**src/mra_pkg.sv**
```systemverilog
// ----------------------------------------------------------------------------
// mra_pkg: shared types and constants for the maximal rectangle block
// Holds the sequencer state encoding, the stack command type and the fixed
// widths of the configuration register and of the area result.
// ----------------------------------------------------------------------------
`timescale 1ns / 1ps

package mra_pkg;

   // Row length register.
   localparam int unsigned ROW_LEN_W = 7;
   localparam logic [ROW_LEN_W-1:0] ROW_LEN_RESET = 7'd64;

   // Area result and its saturation limit.
   localparam int unsigned AREA_W = 19;
   localparam logic [AREA_W-1:0] AREA_LIMIT = 19'h7FFFF;

   // Sequencer states, one-hot.
   typedef enum logic [6:0] {
      ST_IDLE   = 7'b0000001,
      ST_UPDATE = 7'b0000010,
      ST_FETCH  = 7'b0000100,
      ST_LOAD   = 7'b0001000,
      ST_CMP    = 7'b0010000,
      ST_POP    = 7'b0100000,
      ST_FINISH = 7'b1000000
   } state_type;

   // Command to the bar stack.
   typedef struct packed {
      logic push;
      logic pop;
   } stack_cmd_type;

endpackage

```
**src/max_ones_rectangle_area.sv**
```systemverilog
// ----------------------------------------------------------------------------
// max_ones_rectangle_area: largest all-ones rectangle in a binary matrix
// Cells arrive one beat at a time in row-major order; the row length comes
// from a register. The block keeps a per-column height of consecutive ones
// and, after each full row, finds the largest rectangle under that
// histogram with a stack pass, keeping the running maximum. The beat that
// carries the last cell of a matrix produces one result beat with the area,
// after which heights and maximum are cleared. Each cell is accepted, then
// its height is read-modify-written in a MAX_COLS-deep memory before the
// next cell is taken. A cell that closes a row or ends a matrix then starts
// the histogram pass: each column is fetched, loaded and compared with the
// stack top, and each bar popped off the stack is sized in a pop step before
// the next compare, every bar being popped once, using the single stack and
// the one multiplier. The input is not ready during that pass. Heights
// need no clearing sweep: a valid bit per column makes an unwritten column
// read as zero, and all valid bits drop at once at the end of a matrix.
// A finished result waits in an output register; only a second result
// arriving before the first is taken holds the block back.
// ----------------------------------------------------------------------------
`timescale 1ns / 1ps

module max_ones_rectangle_area #(
   parameter int MAX_COLS = 64,
   parameter int MAX_ROWS = 4096
) (
   input  logic                           clock,
   input  logic                           reset,
   // Configuration port.
   input  logic                           csr_wr_en,
   input  logic [mra_pkg::ROW_LEN_W-1:0]  csr_wr_data,
   // Cell channel.
   input  logic                           req_valid,
   output logic                           req_ready,
   input  logic                           req_cell_req,
   input  logic                           req_last_in_matrix,
   // Result channel.
   output logic                           rsp_valid,
   input  logic                           rsp_ready,
   output logic [mra_pkg::AREA_W-1:0]     rsp_max_area
);
   import mra_pkg::*;

   localparam int COL_W    = (MAX_COLS > 1) ? $clog2(MAX_COLS) : 1;
   localparam int LEN_W    = $clog2(MAX_COLS + 1);
   localparam int CNT_W    = LEN_W + 1;
   localparam int HEIGHT_W = $clog2(MAX_ROWS + 1);
   localparam int PROD_W   = HEIGHT_W + LEN_W;
   localparam int ENTRY_W  = HEIGHT_W + COL_W;

   // Configuration and control state.
   logic [ROW_LEN_W-1:0] csr_row_length_ff;
   state_type            state_ff, state_in;
   logic [COL_W-1:0]     pos_ff, pos_in;
   logic [AREA_W-1:0]    best_ff, best_in;
   logic                 rsp_valid_ff, rsp_valid_in;
   logic [MAX_COLS-1:0]  hvalid_ff;

   // Payload registers.
   logic                 cell_ff, cell_in;
   logic                 last_ff, last_in;
   logic [LEN_W-1:0]     idx_ff, idx_in;
   logic [HEIGHT_W-1:0]  cur_ff, cur_in;
   logic [COL_W-1:0]     start_ff, start_in;
   logic [PROD_W-1:0]    area_ff, area_in;
   logic [AREA_W-1:0]    rsp_area_ff, rsp_area_in;

   // Height memory with its registered read port.
   logic [HEIGHT_W-1:0]  heights_mem [MAX_COLS];
   logic [HEIGHT_W-1:0]  rd_data_ff;
   logic                 rd_valid_ff;
   logic [COL_W-1:0]     rd_addr;

   // Decoded values.
   logic [31:0]          row_len_wide;
   logic [LEN_W-1:0]     len_eff;
   logic                 row_done;
   logic                 idx_at_end;
   logic                 idx_zeroed;
   logic [HEIGHT_W-1:0]  old_height;
   logic [HEIGHT_W-1:0]  new_height;
   logic [AREA_W-1:0]    area_sat;
   logic                 clear_matrix;

   // Stack interface.
   stack_cmd_type        stack_cmd;
   logic [ENTRY_W-1:0]   push_data;
   logic [ENTRY_W-1:0]   top_data;
   logic                 stack_empty;
   logic [HEIGHT_W-1:0]  top_height;
   logic [COL_W-1:0]     top_start;

   mra_stack #(
      .DEPTH  (MAX_COLS),
      .DATA_W (ENTRY_W)
   ) u_stack (
      .clock       (clock),
      .reset       (reset),
      .stack_cmd   (stack_cmd),
      .push_data   (push_data),
      .top_data    (top_data),
      .stack_empty (stack_empty)
   );

   assign top_height = top_data[ENTRY_W-1 -: HEIGHT_W];
   assign top_start  = top_data[COL_W-1:0];

   assign req_ready    = (state_ff == ST_IDLE);
   assign rsp_valid    = rsp_valid_ff;
   assign rsp_max_area = rsp_area_ff;

   // A row length of zero means one column; anything above the column
   // capacity is held at the capacity.
   assign row_len_wide = 32'(csr_row_length_ff);
   always_comb begin
      if (csr_row_length_ff == '0) begin
         len_eff = LEN_W'(1);
      end else if (row_len_wide > 32'(MAX_COLS)) begin
         len_eff = LEN_W'(MAX_COLS);
      end else begin
         len_eff = LEN_W'(csr_row_length_ff);
      end
   end

   assign row_done   = (CNT_W'(pos_ff) + CNT_W'(1)) >= CNT_W'(len_eff);
   assign idx_at_end = (idx_ff == len_eff);
   // When a matrix ends part-way through a row, the columns after the last
   // cell count as zero for the closing pass.
   assign idx_zeroed = last_ff && (idx_ff > LEN_W'(pos_ff));

   assign old_height = rd_valid_ff ? rd_data_ff : '0;
   always_comb begin
      if (!cell_ff) begin
         new_height = '0;
      end else if (old_height < HEIGHT_W'(MAX_ROWS)) begin
         new_height = old_height + HEIGHT_W'(1);
      end else begin
         new_height = old_height;
      end
   end

   assign area_sat = (32'(area_ff) > 32'(AREA_LIMIT)) ? AREA_LIMIT : AREA_W'(area_ff);

   // The read port follows the cell position while idle and the pass index
   // otherwise.
   assign rd_addr = (state_ff == ST_IDLE) ? pos_ff : COL_W'(idx_ff);

   // Sequencer.
   always_comb begin
      state_in     = state_ff;
      pos_in       = pos_ff;
      best_in      = best_ff;
      rsp_valid_in = rsp_valid_ff && !rsp_ready;
      rsp_area_in  = rsp_area_ff;
      cell_in      = cell_ff;
      last_in      = last_ff;
      idx_in       = idx_ff;
      cur_in       = cur_ff;
      start_in     = start_ff;
      area_in      = area_ff;
      clear_matrix = 1'b0;
      stack_cmd    = '0;
      push_data    = {cur_ff, start_ff};

      case (state_ff)
         ST_IDLE: begin
            if (req_valid) begin
               cell_in  = req_cell_req;
               last_in  = req_last_in_matrix;
               state_in = ST_UPDATE;
            end
         end

         ST_UPDATE: begin
            if (row_done || last_ff) begin
               idx_in   = '0;
               state_in = ST_FETCH;
            end else begin
               pos_in   = pos_ff + COL_W'(1);
               state_in = ST_IDLE;
            end
         end

         ST_FETCH: begin
            state_in = ST_LOAD;
         end

         ST_LOAD: begin
            if (idx_at_end || idx_zeroed) begin
               cur_in = '0;
            end else begin
               cur_in = old_height;
            end
            start_in = COL_W'(idx_ff);
            state_in = ST_CMP;
         end

         ST_CMP: begin
            if (!stack_empty && (top_height >= cur_ff)) begin
               // The popped bar spans from its start to just before idx.
               stack_cmd.pop = 1'b1;
               area_in  = PROD_W'(top_height) * PROD_W'(idx_ff - LEN_W'(top_start));
               start_in = top_start;
               state_in = ST_POP;
            end else if (idx_at_end) begin
               state_in = ST_FINISH;
            end else begin
               stack_cmd.push = (cur_ff != '0);
               idx_in   = idx_ff + LEN_W'(1);
               state_in = ST_FETCH;
            end
         end

         ST_POP: begin
            if (area_sat > best_ff) begin
               best_in = area_sat;
            end
            state_in = ST_CMP;
         end

         ST_FINISH: begin
            if (!last_ff) begin
               pos_in   = '0;
               state_in = ST_IDLE;
            end else if (!(rsp_valid_ff && !rsp_ready)) begin
               rsp_valid_in = 1'b1;
               rsp_area_in  = best_ff;
               best_in      = '0;
               pos_in       = '0;
               clear_matrix = 1'b1;
               state_in     = ST_IDLE;
            end
         end

         default: begin
            state_in = ST_IDLE;
         end
      endcase
   end

   always_ff @(posedge clock) begin
      if (reset) begin
         csr_row_length_ff <= ROW_LEN_RESET;
         state_ff          <= ST_IDLE;
         pos_ff            <= '0;
         best_ff           <= '0;
         rsp_valid_ff      <= 1'b0;
      end else begin
         if (csr_wr_en) begin
            csr_row_length_ff <= csr_wr_data;
         end
         state_ff     <= state_in;
         pos_ff       <= pos_in;
         best_ff      <= best_in;
         rsp_valid_ff <= rsp_valid_in;
      end
   end

   always_ff @(posedge clock) begin
      cell_ff     <= cell_in;
      last_ff     <= last_in;
      idx_ff      <= idx_in;
      cur_ff      <= cur_in;
      start_ff    <= start_in;
      area_ff     <= area_in;
      rsp_area_ff <= rsp_area_in;
   end

   // Column valid bits: a column that has not been written since the last
   // clear reads as height zero.
   always_ff @(posedge clock) begin
      if (reset || clear_matrix) begin
         hvalid_ff <= '0;
      end else if (state_ff == ST_UPDATE) begin
         hvalid_ff[pos_ff] <= 1'b1;
      end
   end

   always_ff @(posedge clock) begin
      rd_data_ff  <= heights_mem[rd_addr];
      rd_valid_ff <= hvalid_ff[rd_addr];
      if (state_ff == ST_UPDATE) begin
         heights_mem[pos_ff] <= new_height;
      end
   end

   // A result beat only ever starts from the end of a matrix.
   a_rsp_from_finish : assert property (@(posedge clock) disable iff (reset)
      $rose(rsp_valid_ff) |-> $past(state_ff == ST_FINISH) && $past(last_ff))
      else $error("result raised outside the end of a matrix");

   // The closing bar of height zero must have emptied the stack.
   a_stack_drained : assert property (@(posedge clock) disable iff (reset)
      (state_ff == ST_FINISH) |-> stack_empty)
      else $error("histogram pass finished with bars left on the stack");

   // Every accepted cell goes straight to its height update.
   a_accept_update : assert property (@(posedge clock) disable iff (reset)
      (req_valid && req_ready) |=> (state_ff == ST_UPDATE))
      else $error("accepted cell did not reach the height update");

   // Leaving a matrix clears the maximum and all column heights.
   a_matrix_clear : assert property (@(posedge clock) disable iff (reset)
      clear_matrix |=> (best_ff == '0) && (hvalid_ff == '0) && (pos_ff == '0))
      else $error("matrix state not cleared after the result");

endmodule

```
**src/mra_stack.sv**
```systemverilog
// ----------------------------------------------------------------------------
// mra_stack: bar stack for the histogram pass
// The top entry lives in a register; the entries below it sit in a memory
// that is written on a push and read into a register on a pop.
// ----------------------------------------------------------------------------
`timescale 1ns / 1ps

module mra_stack #(
   parameter int DEPTH  = 64,
   parameter int DATA_W = 19
) (
   input  logic                   clock,
   input  logic                   reset,
   input  mra_pkg::stack_cmd_type stack_cmd,
   input  logic [DATA_W-1:0]      push_data,
   output logic [DATA_W-1:0]      top_data,
   output logic                   stack_empty
);
   import mra_pkg::*;

   localparam int IDX_W = (DEPTH > 1) ? $clog2(DEPTH) : 1;
   localparam int SP_W  = $clog2(DEPTH + 1);

   logic [DATA_W-1:0] stack_mem [DEPTH];
   logic [DATA_W-1:0] rd_data_ff;
   logic [DATA_W-1:0] top_ff, top_in;
   logic [SP_W-1:0]   sp_ff, sp_in;
   logic              reload_ff, reload_in;

   // After a pop the new top comes from the memory read register in the next cycle.
   assign top_data    = reload_ff ? rd_data_ff : top_ff;
   assign stack_empty = (sp_ff == '0);

   always_comb begin
      sp_in     = sp_ff;
      top_in    = top_data;
      reload_in = 1'b0;
      if (stack_cmd.push) begin
         top_in = push_data;
         sp_in  = sp_ff + SP_W'(1);
      end else if (stack_cmd.pop) begin
         sp_in     = sp_ff - SP_W'(1);
         reload_in = (sp_ff > SP_W'(1));
      end
   end

   always_ff @(posedge clock) begin
      if (stack_cmd.push && (sp_ff != '0)) begin
         stack_mem[IDX_W'(sp_ff - SP_W'(1))] <= top_data;
      end
      if (stack_cmd.pop && (sp_ff > SP_W'(1))) begin
         rd_data_ff <= stack_mem[IDX_W'(sp_ff - SP_W'(2))];
      end
   end

   always_ff @(posedge clock) begin
      top_ff <= top_in;
   end

   always_ff @(posedge clock) begin
      if (reset) begin
         sp_ff     <= '0;
         reload_ff <= 1'b0;
      end else begin
         sp_ff     <= sp_in;
         reload_ff <= reload_in;
      end
   end

endmodule
```
**config.mk**
```make
export PLATFORM = sky130hd
export DESIGN_NAME = max_ones_rectangle_area
export DESIGN_NICKNAME = d
export VERILOG_FILES = /design/src/mra_pkg.sv /design/src/max_ones_rectangle_area.sv /design/src/mra_stack.sv
export SDC_FILE = /design/constraint.sdc
export NUM_CORES = 2
export LEC_CHECK = 0
export BUFFER_PORTS_ARGS = -buffer_cell sky130_fd_sc_hd__buf_2
export CAP_MARGIN = 10
export CORE_UTILIZATION = 35
export DETAILED_ROUTE_END_ITERATION = 10
export PLACE_DENSITY = 0.58
export SYNTH_ARGS = -nofsm -noshare
export SYNTH_HDL_FRONTEND = slang
export SYNTH_HIERARCHICAL = 1
export SYNTH_SLANG_ARGS = --single-unit
```
**constraint.sdc**
```tcl
create_clock -name clock -period 11.7 [get_ports clock]
set_input_delay 1.755 -clock clock [delete_from_list [all_inputs] [get_ports clock]]
set_output_delay 1.755 -clock clock [all_outputs]
set_load 0.1 [all_outputs]
```
==> impl_results.md <==
- Layout Skew: roughly 110 ps
- Top_reg_cell synth: edfxtp_1
- Vias in the first global route: 53.5k
- Wire length of the first global-routing pass: 375 mm
- Synth top area share: 67.5%
- Clk Latency, worst-skew pair: roughly 930 ps
- Core ar.: between 200000 and 300000 µm²
- Rel. slew slack: 16.2%
- Drt wl/cell: 25.8 µm
- Power, Total: approximately 0.017 W
- Post-CTS Hold Buffers: 0
- Die Width: between 500 and 600 µm
- Final-report setup violation count: 0
- Die Height: 523 µm
- Count of pins over their slew limit: 0
- Worst path required time: about 12000 ps
- Synth Register Bits: 2279
- Placed cell areas: 99500 µm²
- Largest area contributor in the netlist: edfxtp_1
- # rows: 190
- Post-route setup TNS: 0 ps
- Setup CP Type: reg -> reg
- Final hold vios: 0
- Via count: 55.1k
- Post-Syn Nets: roughly 6.4k
- Async S/R FF share, synth: 0%
- Worst ir drop on vdd: 154 µV
- Hold depth: 1
- RePlAce Congestion: 0.863
- Cells after Synth: 6212
- Htree depth: 4
- Nets@finish: 6443
- Total CTS buffers: 223
- Port Buf Inserts: 34
- Top cells by area, synth: edfxtp_1 68%, mux4_2 4.9%, dfxtp_1 3.1%, mux2i_1 2.9%, nand3_1 2.7%
- Worst EP arrival: 8330 ps
- Syn avg cell area: around 15 µm²
- Initial Util: 35.3%
- Dpl ws: a little under 4000 ps
- Sink Count: ~2.3k
- R2R Path End: area_ff[18]
- Synth warnings: 6
- Internal: 0.0130 W
- Post-CTS setup buffer count: 0
- Period minus WS final: 7710 ps
- Max frequency: 130 MHz
- EDFF count, synth: 2134
- First-pass DRT Iterations: 6
- Synth unique cells: 85
- Detailed Route Iter0 Violations: ~6k
- Crit-path max FO: 19
- Switching portion of total power: 22.0%
- Area of the die: 273000 µm²
- Initial antenna violation count: 9
- Area added between synthesis and finish: 12.7%
- Status: completed
- Worst min path class: reg -> reg
- Psw: 0.00368 W
- Combinational power share: 3.8%
- Max-cap viol count: 0
- Worst hold path startpoint: start_ff[3]
- R2R setup slack: 3990 ps
- Fraction of layout cells with a size suffix above 1: 15.1%
- Setup ws final: 3990 ps
- Clock power share: ~43%
- Post-Syn Area: roughly 95000 µm²
- DRC violations left: 0
- Reg power frac: between 50 and 60%
- Worst Hold End: u_stack/top_ff[3]
- Global Route Usage Sum: 18.6%
- P per Cell Area: between 150 and 200 nW/µm²
- Largest net degree at the start of global routing: 235
- DP HPWL: 149 mm
- Final core utilization: 39.8%
- I/O pin cnt: 35
- CTS root buf: clkbuf_16
- Clock tree from TritonCTS: built
- Final wirelength: about 260 mm
- LEAKAGE: 37.8 nW
- DR vias/cell: 5.51
- Crit share post-route: 65.9%
- Max Buffers Root-to-Sink: 3
- Critical Path Sink Type: register
- RSZ-0062 raised after global routing: no
- Post-cts resize count: 0
- Worst-Margin Slew: 1240 ps
- Clock transition at the registers of the reported paths: roughly 60 ps
- Sequential share of the synthesized area: a little over two thirds
- Worst R2R Path Depth: 24
- Design area: 107000 µm²
- Total congestion overflow: 0
- CP Launch Type: register
- Reg-to-reg startpoint: u_stack/reload_ff
- Detail Route Antenna Nets: 0
## routing by layer
| layer | global-route usage (%) | wire length (µm) | up-vias | share of wire (%) |
|---|---|---|---|---|
| li1 | - | - | 24100 | - |
| met1 | 25.3 | 106000 | 28400 | 41 |
| met2 | 29.9 | 123000 | 2239 | 48 |
| met3 | 2.84 | 18400 | 428 | 7.1 |
| met4 | 7.04 | 10100 | 0 | 3.9 |
| met5 | 0 | 0 | - | 0 |
## critical path: stages, from the launching register on
cell      delay [ps]
dfxtp_1          950
mux2_2           440
ha_1             200
inv_1             70
fa_1             220
a21o_1           130
a21oi_1           90
o21bai_1         140
a21oi_1           90
xnor2_1          940
nand2b_1         240
fa_1             480
fa_1             580
inv_1             70
fa_1             540
inv_1             60
fa_1             530
inv_1             40
ha_1             320
o21a_1           130
o21ai_0          310
a211oi_1         200
o311ai_0         440
nand2_1          120
xor2_1           150
## cell usage in the layout (no fill, tap or decap), types with 109 or more instances in the layout
master and count:
edfxtp_1 2134, nand3_1 514, nand2_1 495, o21ai_0 340
mux2i_1 271, a21oi_1 258, clkbuf_16 224, mux4_2 208
buf_4 177, inv_1 148, dfxtp_1 143, nor2_1 109
## worst max path at each step
stage,from,cells after the start,endpoint,slack (ps)
finish,u_stack/reload_ff,24,area_ff[18],3990
global route,u_stack/reload_ff,24,area_ff[18],3550
CTS,u_stack/reload_ff,24,area_ff[18],3950
detailed placement,u_stack/reload_ff,24,area_ff[18],3960
global placement,u_stack/reload_ff,24,area_ff[18],4130
floorplan,u_stack/reload_ff,26,area_ff[18],4690
## area by class of cell
cell class | instances | area, µm²
Antenna cell | 3 | 7.51
Clock buffer | 283 | 5920
Clock inverter | 137 | 1460
Fill cell | 24300 | 162000
Inverter | 152 | 572
Multi-Input combinational cell | 3378 | 25900
Sequential cell | 2279 | 67000
Tap cell | 3552 | 4440
Timing Repair Buffer | 220 | 1680
## cell families after synthesis
kind of cell               count (synthesis)  share of synthesized area [%]
AOI/OAI and AO/OA                       1071                           7.14
xor gates and xnor gates                  62                          0.588
adders and majority gates                175                           2.84
buffers and inverters                    555                           2.71
DFF                                     2279                           70.6
muxes                                    533                           8.43
and+or+nand+nor                         1537                           7.72
## sequential cells by signal, summed over array words and instances (netlist names), 19 cells and up
register and flops:
u_stack/stack_mem 1216, area_ff 20, u_stack/rd_data_ff 19, best_ff 19
hvalid_ff 64, rsp_max_area 19, u_stack/top_ff 19, heights_mem 832
## per-stage QoR
step | hold slack [ps] | cells
floorplan | 430 | 6212
global placement | 440 | 9575
detailed placement | 448 | 9576
CTS | 463 | 9996
global route | 473 | 10000
finish | 457 | 10000
## synthesized netlist by cell type, drive strengths merged (35+ instances only)
master,count
nor2,213
a22oi,76
and2,79
dfxtp,145
mux4,208
o21ai,345
ha,107
a21oi,260
a31oi,65
buf,228
xnor2,35
mux2i,271
clkbuf,175
o21a,74
inv,152
nand3,515
nand2,496
o41ai,58
o211ai,41
mux2,54
nor2b,42
a32o,52
edfxtp,2134
fa,68
nand4,69
## power groups by stage
stage | sequential (W) | clock (W) | combinational (W)
floorplan | 0.00906 | 0 | 0.000408
global placement | 0.00907 | 0 | 0.000625
CTS | 0.00890 | 0.00731 | 0.000634
global route | 0.00890 | 0.00759 | 0.000681
finish | 0.00890 | 0.00718 | 0.000635
detailed placement | 0.00907 | 0 | 0.000632
No activity file was read; power rests on OpenSTA's default activity.
